**src/rtl/cpr_dpe_pkg.sv**
```systemverilog
// Shared types, constants and table-building functions for the CPR diastolic
// pressure estimator. No dependencies; imported by every other file in rtl/.
package cpr_dpe_pkg;

   // Input metrics of one compression.
   typedef struct packed {
      logic [10:0] compression_depth;
      logic [11:0] compression_rate;
      logic [11:0] hand_offset;
      logic [9:0]  residual_lean;
      logic        is_paused;
   } req_type;

   // One estimate.
   typedef struct packed {
      logic signed [15:0] pressure_estimate;
      logic               saturated;
   } rsp_type;

   // Classified item handed from front to back: depth plus Q1.15 factors.
   typedef struct packed {
      logic [10:0] depth;
      logic [15:0] rate_fac;
      logic [15:0] place_fac;
      logic [15:0] lean_fac;
      logic        paused;
   } item_type;

   localparam int TABLE_ADDR_BITS_DEF = 8;
   localparam int QUEUE_DEPTH = 4;

   localparam logic [15:0] UNITY_Q15 = 16'd32768;
   localparam logic signed [16:0] PAUSE_Q15 = 17'sd21955;

   // Cubic coefficients, Q44 of mmHg
   localparam logic signed [33:0] CUB3_C = -34'sd1937030;
   localparam logic signed [33:0] CUB2_C = 34'sd2112642873;
   localparam logic signed [45:0] CUB1_C = 46'sd271534292084;
   localparam logic signed [55:0] CUB0_C = 56'sd87960930222080;

   // Falling rate line: 45056 - round(R*128/25); /25 via reciprocal
   localparam logic [15:0] RATE_LINE_BASE = 16'd45056;
   localparam logic [21:0] DIV25_MUL = 22'd2684355;   // ceil(2^26/25)
   localparam int          DIV25_SHIFT = 26;

   localparam longint ONE_Q30 = 64'sd1073741824;
   localparam longint LN2_Q30 = 64'sd744261118;

   // Truncating signed quotient by shift and subtract; table contents only
   function automatic longint sdiv(input longint num, input longint den);
      logic [63:0] n_mag;
      logic [63:0] d_mag;
      logic [63:0] quo;
      logic [64:0] rem;
      n_mag = (num < 64'sd0) ? 64'(-num) : 64'(num);
      d_mag = (den < 64'sd0) ? 64'(-den) : 64'(den);
      quo = '0;
      rem = '0;
      for (int b = 63; b >= 0; b--) begin
         rem = {rem[63:0], n_mag[b]};
         if (rem >= {1'b0, d_mag}) begin
            rem = rem - {1'b0, d_mag};
            quo[b] = 1'b1;
         end
      end
      if ((num < 64'sd0) != (den < 64'sd0)) begin
         return -longint'(quo);
      end
      return longint'(quo);
   endfunction

   // e^(+-f), f in [0,1], Q30
   function automatic longint exp_series(input longint f, input bit neg);
      longint sum;
      longint term;
      sum = ONE_Q30;
      term = ONE_Q30;
      for (int n = 1; n <= 24; n++) begin
         term = sdiv((term * f) >>> 30, longint'(n));
         if (neg && n[0]) begin
            sum = sum - term;
         end else begin
            sum = sum + term;
         end
      end
      return sum;
   endfunction

   // e^(-a), a >= 0, Q30
   function automatic longint exp_neg(input longint a);
      longint m;
      longint r;
      longint stp;
      m = a >>> 30;
      r = exp_series(a & (ONE_Q30 - 64'sd1), 1'b1);
      if (m > 64'sd40) begin
         return 64'sd0;
      end
      stp = exp_series(ONE_Q30, 1'b1);
      while (m > 64'sd0) begin
         r = (r * stp + (ONE_Q30 >>> 1)) >>> 30;
         m = m - 64'sd1;
      end
      return r;
   endfunction

   function automatic longint exp_q30(input longint y);
      longint u;
      if (y <= 64'sd0) begin
         return exp_neg(-y);
      end
      u = exp_neg(y);
      if (u <= 64'sd0) begin
         return 64'sd1 <<< 62;
      end
      return sdiv((64'sd1 <<< 60) + (u >>> 1), u);
   endfunction

   // ln(y), y > 0, Q30
   function automatic longint ln_q30(input longint y);
      longint n;
      longint yy;
      longint t;
      longint t2;
      longint term;
      longint sum;
      n = 64'sd0;
      yy = y;
      if (yy <= 64'sd0) begin
         return 64'sd0;
      end
      while (yy >= 64'sd2 * ONE_Q30) begin
         yy = yy >>> 1;
         n = n + 64'sd1;
      end
      while (yy < ONE_Q30) begin
         yy = yy <<< 1;
         n = n - 64'sd1;
      end
      t = sdiv((yy - ONE_Q30) <<< 30, yy + ONE_Q30);
      t2 = (t * t) >>> 30;
      sum = t;
      term = t;
      for (int k = 3; k <= 41; k += 2) begin
         term = (term * t2) >>> 30;
         sum = sum + sdiv(term, longint'(k));
      end
      return 64'sd2 * sum + n * LN2_Q30;
   endfunction

   // Logistic knot k, Q1.15
   function automatic logic [31:0] logi_entry(input int k, input int ab);
      longint x;
      longint u;
      longint den;
      longint v;
      x = (longint'(k) <<< (34 - ab)) - 64'sd10 * ONE_Q30;
      u = exp_neg((x < 64'sd0) ? -x : x);
      den = ONE_Q30 + u;
      if (x >= 64'sd0) begin
         v = sdiv((ONE_Q30 <<< 15) + (den >>> 1), den);
      end else begin
         v = sdiv((u <<< 15) + (den >>> 1), den);
      end
      return v[31:0];
   endfunction

   // Lean factor knot k, Q1.15, clamped at 0
   function automatic logic [31:0] leanf_entry(input int k, input int ab);
      longint w;
      longint pw;
      longint pen;
      longint v;
      w = ln_q30((longint'(k) <<< (36 - ab)) + ONE_Q30);
      if (k == 0 || w <= 64'sd0) begin
         v = 64'sd32768;
      end else begin
         pw = exp_q30(sdiv(ln_q30(w) * 64'sd162, 64'sd100));
         pen = sdiv(pw * 64'sd501, 64'sd10000);
         v = 64'sd32768 - ((pen + 64'sd16384) >>> 15);
         if (v < 64'sd0) begin
            v = 64'sd0;
         end
      end
      return v[31:0];
   endfunction

   // 1/m^2 knot k, Q30
   function automatic logic [31:0] rsq_entry(input int k, input int ab);
      longint segs;
      longint nn;
      longint dd;
      longint v;
      segs = 64'sd1 <<< ab;
      nn = segs * segs;
      dd = (segs + longint'(k)) * (segs + longint'(k));
      v = sdiv((nn <<< 30) + (dd >>> 1), dd);
      return v[31:0];
   endfunction

endpackage

```
**src/rtl/cpr_dpe_queue.sv**
```systemverilog
// Small FIFO of classified items between front and back end.
// Uses item_type and QUEUE_DEPTH from cpr_dpe_pkg.
module cpr_dpe_queue
   import cpr_dpe_pkg::*;
(
   input  logic     clock,
   input  logic     reset,
   input  logic     push,
   input  item_type push_item,
   output logic     full,
   input  logic     pop,
   output logic     empty,
   output item_type head
);

   localparam int PW = $clog2(QUEUE_DEPTH);
   localparam int CW = $clog2(QUEUE_DEPTH + 1);

   item_type        mem_ff [QUEUE_DEPTH];
   logic [PW-1:0]   wr_ff, wr_in, rd_ff, rd_in;
   logic [CW-1:0]   cnt_ff, cnt_in;

   assign full  = cnt_ff == CW'(QUEUE_DEPTH);
   assign empty = cnt_ff == '0;
   assign head  = mem_ff[rd_ff];

   always_comb begin
      wr_in  = wr_ff;
      rd_in  = rd_ff;
      cnt_in = cnt_ff;
      if (push) begin
         wr_in = (wr_ff == PW'(QUEUE_DEPTH - 1)) ? '0 : wr_ff + PW'(1);
      end
      if (pop) begin
         rd_in = (rd_ff == PW'(QUEUE_DEPTH - 1)) ? '0 : rd_ff + PW'(1);
      end
      if (push && !pop) begin
         cnt_in = cnt_ff + CW'(1);
      end else if (pop && !push) begin
         cnt_in = cnt_ff - CW'(1);
      end
   end

   always_ff @(posedge clock) begin
      if (reset) begin
         wr_ff  <= '0;
         rd_ff  <= '0;
         cnt_ff <= '0;
      end else begin
         wr_ff  <= wr_in;
         rd_ff  <= rd_in;
         cnt_ff <= cnt_in;
      end
   end

   always_ff @(posedge clock) begin
      if (push) begin
         mem_ff[wr_ff] <= push_item;
      end
   end

endmodule

```
**config.mk**
```make
export PLATFORM = sky130hd
export DESIGN_NAME = cpr_dpe_queue
export DESIGN_NICKNAME = d
export VERILOG_FILES = /design/src/rtl/cpr_dpe_pkg.sv /design/src/rtl/cpr_dpe_queue.sv
export SDC_FILE = /design/constraint.sdc
export NUM_CORES = 1
export LEC_CHECK = 0
export BUFFER_PORTS_ARGS = -buffer_cell sky130_fd_sc_hd__buf_2
export CELL_PAD_IN_SITES_DETAIL_PLACEMENT = 2
export CELL_PAD_IN_SITES_GLOBAL_PLACEMENT = 2
export CORE_UTILIZATION = 40
export DETAILED_ROUTE_END_ITERATION = 6
export HOLD_SLACK_MARGIN = 0.06
export PLACE_DENSITY_LB_ADDON = 0.2
export SLEW_MARGIN = 0
export SYNTH_ARGS = -nofsm -noshare
export SYNTH_HDL_FRONTEND = slang
export SYNTH_SLANG_ARGS = --single-unit
```
**constraint.sdc**
```tcl
create_clock -name clock -period 2.2 [get_ports clock]
set_input_delay 0.44 -clock clock [delete_from_list [all_inputs] [get_ports clock]]
set_output_delay 0.44 -clock clock [all_outputs]
set_load 0.05 [all_outputs]
```
# Word-level counts from Yosys, hierarchy flattened
# Memories as Yosys holds them, arrays and structs flattened. A register that Yosys moved wholly into a read port is not among the register bits.
# Cells that the tools add are included.
dict set report word_totals {
  mem_bits_rw 240
  n_memories 1
  reg_bits 7
  input_bits 64
  output_inout_bits 62
  elab_cells 25
}
dict set report op_classes {
  n_reduce_logical 6
  add_sub_neg 4
  mux 8
  eq_ne 3
}
# name words word_bits read_ports rd_clocked_by_memory_dff write_ports line
set mem_list {}
lappend mem_list {mem_ff 4 60 1 1 1 cpr_dpe_queue.sv:19} ;# item_type mem_ff [QUEUE_DEPTH];
# op n
set ops {}
lappend ops {{2-bit 2-to-1 mux} 4}
lappend ops {{3-bit 2-to-1 mux} 2}
lappend ops {{2-bit by 1-bit adder with 2-bit output (second input constant)} 2}
lappend ops {{2-bit == test (second input constant)} 2}
lappend ops {{3-bit by 1-bit adder with 3-bit output (second input constant)} 1}
lappend ops {{3-bit == test (second input constant)} 1}
lappend ops {{3-bit zero test} 1}
lappend ops {{3-bit by 1-bit subtractor with 3-bit output (second input constant)} 1}
lappend ops {{1-bit logical AND} 2}
lappend ops {{1-bit zero test} 2}
lappend ops {{1-bit 2-to-1 mux} 2}
lappend ops {{2-bit nonzero test} 1}

# Depth between registers and ports, before layout
# Gate-level depths: netlist of the first run.
dict set report depth {
  ltp_word 4
  mapped_depth 7
  ltp_nobuf 7
}

# Worst setup path before layout of the first run
# OpenSTA, ideal clock, no wires.
dict set report synth_path {
  path_type {reg-to-reg}
  start {register wr_ff[0]}
  end {memory mem_ff[3][0] (netlist bit) (enable)}
  path_buffers 0
  period_less_slack_ns 2.389
  setup_ns 0.424
  path_slack_ns -0.189
  stages_incl_launch_ff 3
  t_arrival_ns 1.965
  required_time_ns 1.776
  path_cell_list {dfxtp_1 -> ha_1 -> and2_1}
}
# element line
set synth_lines {}
lappend synth_lines {{from (decl)} cpr_dpe_queue.sv:20} ;# logic [PW-1:0] wr_ff, wr_in, rd_ff, rd_in;
lappend synth_lines {{from (signal assigned)} cpr_dpe_queue.sv:50} ;# wr_ff <= wr_in;
lappend synth_lines {{to (decl)} cpr_dpe_queue.sv:19}
# Straight into the memory's write port.

==> key figures, run 1 <==
Layout
  – # nets final: 593
  – Area delta synth->final: 27.0%
  – Layout fillers: 1928
  – Final antenna diode count: 0
  – Final Core Density: 0.516
  – Share of cells above drive strength 1: 0.463

Synth
  – Largest family of logic cells by synthesized area: multiplexers
  – Syn Inst Count: 358
  – Cell Area, Synth: 9160 sq um
  – Post-synthesis xor/xnor area fraction: 0.00191
  – Number of synthesized register bits: 249
  – Net count after synthesis: 429
  – Post-synthesis compound-gate area fraction: 0.00164
  – Unique masters post-synth: 19
  – Post-synthesis mux area share: 0.152
  – Synth warn: 0
  – Syn Area/Cell: 25.6 sq um
  – Synth Area in Adders: 0.0104
  – Seq/Total Area, Yosys: 0.806
  – Simple-gate share of the synthesized area: 0.00847

Pwr
  – Clock power share: 0.365
  – Final Power: 11.4 mW
  – Switch share: 0.250
  – Pwr/cell area: 976 nW/um^2
  – Pleak: 3.98 nW
  – Switching power: 2.84 mW
  – Maximum vdd drop: 0.000662 V
  – Sequential power share: 0.484
  – Internal power: 8.53 mW
  – Logic pwr share: 0.151

STA
  – Slew margin rel.: 0.765
  – Fmax achieved: 421 MHz
  – Final Hold Vio Count: 0
  – Skew final: 0.00633 ns
  – Slew @ Worst Pin: 0.353 ns
  – # setup viols final: 60
  – Ratio of final minimum period to clock period: 1.08
  – Hold_ws: 0.136 ns
  – Max Slew Vio Count: 0
  – Tmin final: 2.37 ns
  – RSZ-0062 raised after global routing: yes
  – Setup ws final: -0.175 ns
  – Final setup TNS: -8.60 ns

Setup path
  – WP buf/inv: 3
  – Critical R2R Launch: wr_ff[0]
  – Critical Path Fanout Max: 13
  – CP max-delay cell: mux4_2
  – Slowest cell delay on critical path: 0.54 ns
  – Worst setup EP type: output port
  – Critical path class: register to output port
  – Crit-path leading delay family: multiplexers
  – Critical-path cell list: buf_12 > buf_16 > mux4_2 > buf_6
  – Crit path DAT: 1.93 ns
  – WP data required: 1.76 ns
  – CP Launch Type: register

Routing
  – Pre-Repair DR Iteration Count: 4
  – Detail Route Antenna Nets: 0
  – Initial drt markers: 279
  – WL per Instance: 24.3 um
  – Routed WL: 20.0 mm
  – Via-to-Cell Ratio: 5.15
  – Vias: 4245
  – Drt drc: 0

Floorplan
  – FP Rows: 55
  – Die area: 23500 sq um
  – I/O pin count: 126
  – Die W: 153 um
  – Die height: 153 um
  – Initial core utilization: 0.406
  – Core box area: 22600 sq um

Min path
  – Worst min path class: input port to register
  – Origin of the worst min-delay path: push_item[23]

Clocking
  – Worst skew pair latency: 0.51 ns
  – Clock Pin Slew Worst Setup and Hold Paths: 0.06 ns
  – CTS buffer count: 27
  – H-tree Lvls: 1
  – CTS tree: built
  – # clock sinks: 249
  – Hold-fix buffers, CTS: 0
  – CTS Buffer Depth: 3
  – Clk root buf: clkbuf_16

Placement
  – Detailed Place HPWL: 12.5 mm
  – Dpl ws: 0.265 ns
  – Port bufs: 125
  – RePlAce Congestion: 0.661

Global routing
  – Largest net degree at the start of global routing: 33
  – Number of global-route vias before repair: 4792
  – First-pass GRT wire length: 30.3 mm
  – Gr usage total: 0.175
  – Initial antenna violation count: 1
  – Total gr overflow: 0

Outcome
  – Failing checks: setup timing
  – Outcome: complete, but fails checks

Run
  – Max_cap viols: 0
==> Yosys cell counts <==
master / instances / area share
edfxtp_1: 240 / 0.79
inv_1: 4 / 0.0016
fa_1: 1 / 0.0022
nor3b_1: 2 / 0.0016
o21ai_0: 1 / 0.00055
and2_1: 4 / 0.0027
ha_1: 6 / 0.0082
buf_6: 1 / 0.0012
mux4_2: 60 / 0.15
a21oi_1: 2 / 0.0011
nor2_1: 7 / 0.0029
dfxtp_1: 9 / 0.020
mux2i_1: 4 / 0.0044
or3_1: 1 / 0.00068
buf_12: 6 / 0.013
nor3_1: 1 / 0.00055
xor2_1: 2 / 0.0019
buf_1: 1 / 0.00041
buf_2: 6 / 0.0033
==> routing by layer <==
metal	wire (um)	vias up	global-route usage
li1	-	1853	-
met1	8510	2266	0.231
met2	10400	97	0.301
met3	799	27	0.0349
met4	291	2	0.0405
met5	8	-	0
==> state kept, by name, indices dropped and copies added, names as in the netlist, named ones only <==
signal	count
rd_ff	2
cnt_ff	3
wr_ff	2
mem_ff	240
==> cell type report <==
cell class                 count  area [sq um]  area share
inverter                       4          15.0     0.00129
tap                          285           357      0.0306
sequential                   249          7390       0.635
clock buffer                  36           729      0.0627
clock inverter                11          73.8     0.00634
multi-input combinational     91          1610       0.138
timing repair buffer         149          1460       0.126
==> through the flow <==
| stage | area, sq um | instances |
|---|---|---|
| global placement | 10300 | 770 |
| CTS | 11600 | 824 |
| detailed placement | 10300 | 770 |
| floorplan | 9170 | 358 |
| global route | 11600 | 825 |
| finish | 11600 | 825 |
==> power by group through the flow <==
stage | Clock [mW] | Sequential [mW] | Combinational, mW
final | 4.14 | 5.50 | 1.72
after global routing | 4.44 | 5.52 | 1.80
after CTS | 4.24 | 5.51 | 1.74
after detailed placement | 0 | 5.61 | 1.46
after global placement | 0 | 5.58 | 1.42
after floorplan | 0 | 5.57 | 1.04
==> placed cells by master, fill, tap and decap left out, drive strengths merged <==
master and n:
edfxtp 240, buf 148, mux4 60, clkbuf 37, clkinv 10, dfxtp 9
nor2 7, ha 6, inv 4, and2 4, mux2i 4, nor3b 2
xor2 2, a21oi 2, nor3 1, o21ai 1, or3 1, fa 1
bufinv 1
==> what timing repair did <==
action / in CTS / in global routing
setup endpoints to repair: 58 / 60
gates resized for setup: 126 / 3
cloned: 3 / 1
buffers inserted: 4 / 0
==> path summary, 6_finish.rpt <==
path | endpoint | slack, ns | cells after the start
worst max register to register | mem_ff[2][35] | 0.60 | 4
worst min register to register | cnt_ff[2] | 0.52 | 2
worst min-delay path | mem_ff[3][23] | 0.14 | 1
worst max-delay path | head[22] | -0.17 | 4
==> cells by family (layout without fill, tap and decap cells) <==
| family | count (synthesis) | after routing |
|---|---|---|
| buffers and inverters | 18 | 200 |
| XOR/XNOR | 2 | 2 |
| flip-flops | 249 | 249 |
| AO/OA/AOI/OAI | 3 | 3 |
| adder cells (fa/ha/maj) | 7 | 7 |
| AND/OR/NAND/NOR | 15 | 15 |
| multiplexers | 64 | 64 |
No activity file was read; power rests on OpenSTA's default activity.
==> inputs of run 2 (changes only) <==
--- a/config.mk
+++ b/config.mk
@@ -12,6 +12,7 @@
 export DETAILED_ROUTE_END_ITERATION = 6
 export HOLD_SLACK_MARGIN = 0.06
 export PLACE_DENSITY_LB_ADDON = 0.2
+export RECOVER_POWER = 50
 export SLEW_MARGIN = 0
 export SYNTH_ARGS = -nofsm -noshare
 export SYNTH_HDL_FRONTEND = slang
==> run 2 against run 1 <==
Highest routed layer is now met4. Sequential power is essentially flat. Fmax is essentially flat. First-iteration DRC count shrank 3.6%. Critical endpoint unchanged. Critical path type unchanged. Total power is essentially flat. Flip-flop and latch count is the same. Final area shrank 0.66%. Largest power group unchanged. Die area is the same. The run still ends with setup timing left. Clock skew grew 0.0014 ns.
==> key figures, run 2 (synthesized netlist as in run 1, its figures left out) <==
Clocking
  – H-tree Lvls: 1 (unchanged)
  – CTS Buffer Depth: 3 (unchanged)
  – CTS tree: built
  – # clock sinks: 249 (unchanged)
  – Hold-fix buffers, CTS: 0 (unchanged)
  – Clk root buf: clkbuf_16
  – Clock Pin Slew Worst Setup and Hold Paths: 0.06 ns (about the same)
  – CTS buffer count: 27 (unchanged)
  – Worst skew pair latency: 0.52 ns (about the same)

Placement
  – Post-Place Cells: 770 (unchanged)
  – Detailed Place HPWL: 12.5 mm (unchanged)
  – DP Area: 10300 sq um (unchanged)
  – Port bufs: 125 (unchanged)
  – RePlAce Congestion: 0.661 (unchanged)
  – Dpl ws: 0.265 ns (unchanged)

Layout
  – Max FFs per register: 240 (unchanged)
  – Biggest regs: mem_ff: 240 flops, cnt_ff: 3 flops
  – Fin cells: 825 (unchanged)
  – Final antenna diode count: 0 (unchanged)
  – Layout fillers: 1968 (+2.1%)
  – Area delta synth->final: 26.2%
  – Most common library cell in the layout ignoring fill and taps: edfxtp_1
  – # nets final: 593 (unchanged)
  – Commonest non-fill, non-tap cells in the layout: 240 x edfxtp_1, 68 x clkbuf_1, 60 x mux4_2, 58 x buf_6, 28 x clkbuf_16
  – Design Area, Final: 11600 sq um (-0.66%)
  – Biggest register: mem_ff
  – Share of cells above drive strength 1: 0.350 (-0.113)

Floorplan
  – Die area: 23500 sq um (unchanged)
  – I/O pin count: 126 (unchanged)
  – FP Rows: 55 (unchanged)
  – Initial core utilization: 0.406 (unchanged)
  – Die height: 153 um (unchanged)
  – Die W: 153 um (unchanged)
  – Core box area: 22600 sq um (unchanged)

Routing
  – Via-to-Cell Ratio: 5.12 (-0.40%)
  – Detail Route Antenna Nets: 0 (unchanged)
  – Drt drc: 0 (unchanged)
  – Pre-Repair DR Iteration Count: 4 (unchanged)
  – Initial drt markers: 269 (-3.6%)
  – WL per Instance: 24.2 um (about the same)
  – Routed WL: 20.0 mm (about the same)
  – Vias: 4228 (-0.40%)

Run
  – Max_cap viols: 0 (unchanged)

Setup path
  – Worst setup EP type: output port
  – Critical Path Fanout Max: 13 (unchanged)
  – CP max-delay cell: mux4_2
  – CP Launch Type: register
  – Slowest cell delay on critical path: 0.54 ns (about the same)
  – Crit-path leading delay family: multiplexers
  – Crit path DAT: 1.93 ns (about the same)
  – Critical path class: register to output port
  – WP data required: 1.76 ns (about the same)
  – Critical-path cell list: buf_12 > buf_16 > mux4_2 > buf_6
  – WP buf/inv: 3 (unchanged)

Pwr
  – Maximum vdd drop: 0.000662 V (about the same)
  – Pwr/cell area: 982 nW/um^2 (+0.57%)
  – Final Power: 11.4 mW (about the same)
  – Pleak: 3.81 nW (-4.2%)

Outcome
  – Failing checks: setup timing
  – Outcome: complete, but fails checks

STA
  – Setup ws final: -0.174 ns (+0.000772 ns)
  – Final setup TNS: -8.50 ns (+0.0978 ns)
  – Max Slew Vio Count: 0 (unchanged)
  – Slew margin rel.: 0.764 (about the same)
  – RSZ-0062 raised after global routing: yes
  – Skew final: 0.00775 ns (+0.00141 ns)
  – # setup viols final: 60 (unchanged)
  – Ratio of final minimum period to clock period: 1.08 (about the same)
  – Tmin final: 2.37 ns (-0.000772 ns)
  – Fmax achieved: 421 MHz (about the same)
  – Slew @ Worst Pin: 0.353 ns (+0.000292 ns)
  – Final Hold Vio Count: 0 (unchanged)

Global routing
  – Total gr overflow: 0 (unchanged)
  – Initial antenna violation count: 0 (-1)
  – Gr usage total: 0.175 (unchanged)
  – Number of global-route vias before repair: 4792 (unchanged)
  – First-pass GRT wire length: 30.3 mm (unchanged)
  – Largest net degree at the start of global routing: 33 (unchanged)

Min path
  – Worst min path class: input port to register
## run 2: cell types whose count changed in the layout (fill, tap and decap cells not counted), sizes merged
cell,change
clkbuf,+61
buf,-61
## run 2: metal layers
layer  GRT usage  vias to the layer above  part of all wire
li1            -                     1851                 -
met1       0.231                     2251              0.42
met2       0.301                       99              0.52
met3      0.0349                       27             0.042
met4      0.0405                        0             0.015
met5           0                        -                 0
## run 2: path summary, 6_finish.rpt
kind,start,to,slack (ns),cells after the start
setup / recovery,register,head[22],-0.17,4
hold / removal,push_item[34],mem_ff[3][34],0.18,1
setup reg to reg,wr_ff[0],mem_ff[2][35],0.60,4
hold reg to reg,cnt_ff[2],cnt_ff[2],0.52,2
## run 2: area by class of cell
class | instances | area [sq um] | share of cell area
clock inverters | 11 | 73.8 | 0.00638
multi-input cells | 91 | 1610 | 0.139
flip-flops and latches | 249 | 7390 | 0.639
repair buffers | 149 | 1390 | 0.120
clock buffers | 36 | 729 | 0.0631
inverters | 4 | 15.0 | 0.00130
well taps | 285 | 357 | 0.0308
## run 2: worst register-to-register path: stages (launching register included)
cell and delay (ns):
dfxtp_1 0.35, inv_1 0.10, ha_1 0.16, and2_4 0.31, buf_4 0.35
## run 2: power breakdown
part / switching [mW] / internal (mW)
clock: 1.73 / 2.42
sequential: 0.0717 / 5.43
combinational: 1.04 / 0.660
total: 2.84 / 8.51
## run 2: repair_timing
item | 4_1_cts | 5_1_grt
buffers inserted | 4 | 0
hold endpoints to repair | 0 | 0
resized for setup | 126 | 3
gates cloned | 3 | 1
setup endpoints to repair | 58 | 60
## run 2: metrics by stage
step | utilization | hold WS (ns)
global route | 0.512 | 0.181
detailed placement | 0.455 | 0.511
finish | 0.512 | 0.183
global placement | 0.455 | 0.481
CTS | 0.514 | 0.115
floorplan | - | 0.460
==> inputs of run 3 (changes only) <==
--- a/config.mk
+++ b/config.mk
@@ -13,6 +13,7 @@
 export HOLD_SLACK_MARGIN = 0.06
 export PLACE_DENSITY_LB_ADDON = 0.2
 export RECOVER_POWER = 50
+export SETUP_SLACK_MARGIN = 0.1
 export SLEW_MARGIN = 0
 export SYNTH_ARGS = -nofsm -noshare
 export SYNTH_HDL_FRONTEND = slang
==> run 3 against run 2 <==
The run still ends with setup timing left. Sequential power about the same. Die area unchanged. Wire length up 1.4%. Critical path depth unchanged. Clock skew up 0.0063 ns. Utilization unchanged. Cell count unchanged. Count of clock-buffer cells in the layout unchanged. Critical endpoint unchanged. Largest power group unchanged. Highest routed layer unchanged.
==> key figures, run 3 (synthesized netlist as in run 1, its figures left out) <==
Outcome
  – Outcome: complete, but fails checks
  – Failing checks: setup timing

Setup path
  – R2r worst-path depth: 4 (unchanged)
  – Critical Path Fanout Max: 13 (unchanged)
  – FF-to-FF End: mem_ff[2][35]
  – Register-to-register setup slack: 0.60 ns (about the same)
  – Critical path class: register to output port
  – Worst setup EP type: output port
  – CP Launch Type: register
  – Crit path DAT: 1.93 ns (about the same)
  – Critical R2R Launch: wr_ff[0]
  – WP data required: 1.76 ns (about the same)

STA
  – Setup ws final: -0.169 ns (+0.00472 ns)
  – Tmin final: 2.37 ns (-0.00472 ns)
  – # setup viols final: 60 (unchanged)
  – RSZ-0062 raised after global routing: yes
  – Max Slew Vio Count: 0 (unchanged)
  – Skew final: 0.0141 ns (+0.00632 ns)
  – Ratio of final minimum period to clock period: 1.08 (-0.00214)
  – Hold_ws: 0.183 ns (-0.000786 ns)
  – Final setup TNS: -8.31 ns (+0.190 ns)
  – Slew margin rel.: 0.775 (+0.0106)
  – Slew @ Worst Pin: 0.338 ns (-0.0159 ns)
  – Fmax achieved: 422 MHz (+0.20%)
  – Final Hold Vio Count: 0 (unchanged)

Layout
  – Max FFs per register: 240 (unchanged)
  – Most common library cell in the layout ignoring fill and taps: edfxtp_1
  – Fin cells: 825 (unchanged)
  – Design Area, Final: 11600 sq um (unchanged)
  – Commonest non-fill, non-tap cells in the layout: 240 x edfxtp_1, 68 x clkbuf_1, 60 x mux4_2, 58 x buf_6, 28 x clkbuf_16
  – Area delta synth->final: 26.2% (unchanged)
  – # nets final: 593 (unchanged)
  – Sequential cell area: 7390 sq um (unchanged)
  – Biggest regs: mem_ff: 240 flops, cnt_ff: 3 flops
  – Final antenna diode count: 0 (unchanged)
  – Final Core Density: 0.512 (unchanged)
  – Biggest register: mem_ff
  – Area of the multi-input gates: 1610 sq um (unchanged)
  – Share of cells above drive strength 1: 0.350 (unchanged)
  – Layout fillers: 1968 (unchanged)

Min path
  – WHS Endpoint: mem_ff[2][23]
  – Min-Delay Path Depth: 1 (unchanged)
  – Worst min path class: input port to register
  – Origin of the worst min-delay path: push_item[23]

Clocking
  – H-tree Lvls: 1 (unchanged)
  – Clock Pin Slew Worst Setup and Hold Paths: 0.07 ns (about the same)
  – CTS Buffer Depth: 3 (unchanged)
  – CTS buffer count: 27 (unchanged)
  – CTS tree: built
  – Worst skew pair latency: 0.52 ns (about the same)
  – Clk root buf: clkbuf_16
  – Hold-fix buffers, CTS: 0 (unchanged)
  – # clock sinks: 249 (unchanged)

Placement
  – Post-Place Cells: 770 (unchanged)
  – Port bufs: 125 (unchanged)
  – RePlAce Congestion: 0.661 (unchanged)
  – DP Area: 10300 sq um (unchanged)
  – Dpl ws: 0.265 ns (unchanged)
  – Detailed Place HPWL: 12.5 mm (unchanged)

Floorplan
  – I/O pin count: 126 (unchanged)
  – Die height: 153 um (unchanged)
  – FP Rows: 55 (unchanged)
  – Die area: 23500 sq um (unchanged)
  – Die W: 153 um (unchanged)
  – Core box area: 22600 sq um (unchanged)
  – Initial core utilization: 0.406 (unchanged)

Global routing
  – Gr usage total: 0.178 (+0.00237)
  – Total gr overflow: 0 (unchanged)
  – Number of global-route vias before repair: 4819 (+0.56%)
  – Initial antenna violation count: 0 (unchanged)
  – Largest net degree at the start of global routing: 33 (unchanged)
  – First-pass GRT wire length: 30.7 mm (+1.3%)

Routing
  – Vias: 4218 (-0.24%)
  – Detail Route Antenna Nets: 0 (unchanged)
  – Routed WL: 20.3 mm (+1.4%)
  – Initial drt markers: 271 (+0.74%)
  – Via-to-Cell Ratio: 5.11 (-0.24%)
  – Drt drc: 0 (unchanged)
  – Pre-Repair DR Iteration Count: 4 (unchanged)
  – WL per Instance: 24.6 um (+1.4%)

Pwr
  – Pleak: 3.81 nW (unchanged)
  – Final Power: 11.4 mW (+0.16%)
  – Maximum vdd drop: 0.000660 V (-0.38%)
  – Pwr/cell area: 983 nW/um^2 (+0.16%)

Run
  – Max_cap viols: 0 (unchanged)
[run 3: cell counts in the layout (fill, tap and decap cells not counted)]
Identical to the previous run, type by type.
[run 3: layout make-up]
cell class                 count  area share
sequential                   249       0.639
tap                          285      0.0308
multi-input combinational     91       0.139
timing repair buffer         149       0.120
clock inverter                11     0.00638
inverter                       4     0.00130
clock buffer                  36      0.0631
[run 3: worst max-delay path by stage]
| stage | start | to | slack (ns) | cells after the start |
|---|---|---|---|---|
| global route | register | head[22] | -0.24 | 4 |
| detailed placement | pop | cnt_ff[2] | 0.27 | 8 |
| global placement | register | head[46] | 0.29 | 3 |
| CTS | register | head[12] | -0.21 | 4 |
| finish | register | head[22] | -0.17 | 4 |
| floorplan | cnt_ff[1] | full | 0.26 | 1 |
[run 3: repair_timing]
action | CTS | global route
endpoints found under the setup margin | 60 | 60
resized for setup | 128 | 1
buffers inserted | 4 | 0
cloned | 3 | 1
[run 3: metal layers]
| metal | GRT usage | vias to the layer above | part of all wire |
|---|---|---|---|
| met5 | 0 | - | 0 |
| met4 | 0.0405 | 0 | 0.014 |
| met3 | 0.0357 | 27 | 0.044 |
| met2 | 0.304 | 98 | 0.52 |
| met1 | 0.235 | 2241 | 0.42 |
| li1 | - | 1852 | - |
[run 3: power by group]
part / switching [mW] / internal (mW)
clock: 1.75 / 2.42
sequential: 0.0723 / 5.43
combinational: 1.04 / 0.660
total: 2.86 / 8.51
[run 3: critical path: stages, from the launching register on]
cell and delay (ns):
dfxtp_4 0.38, buf_12 0.13, buf_16 0.17, mux4_2 0.54, buf_6 0.17
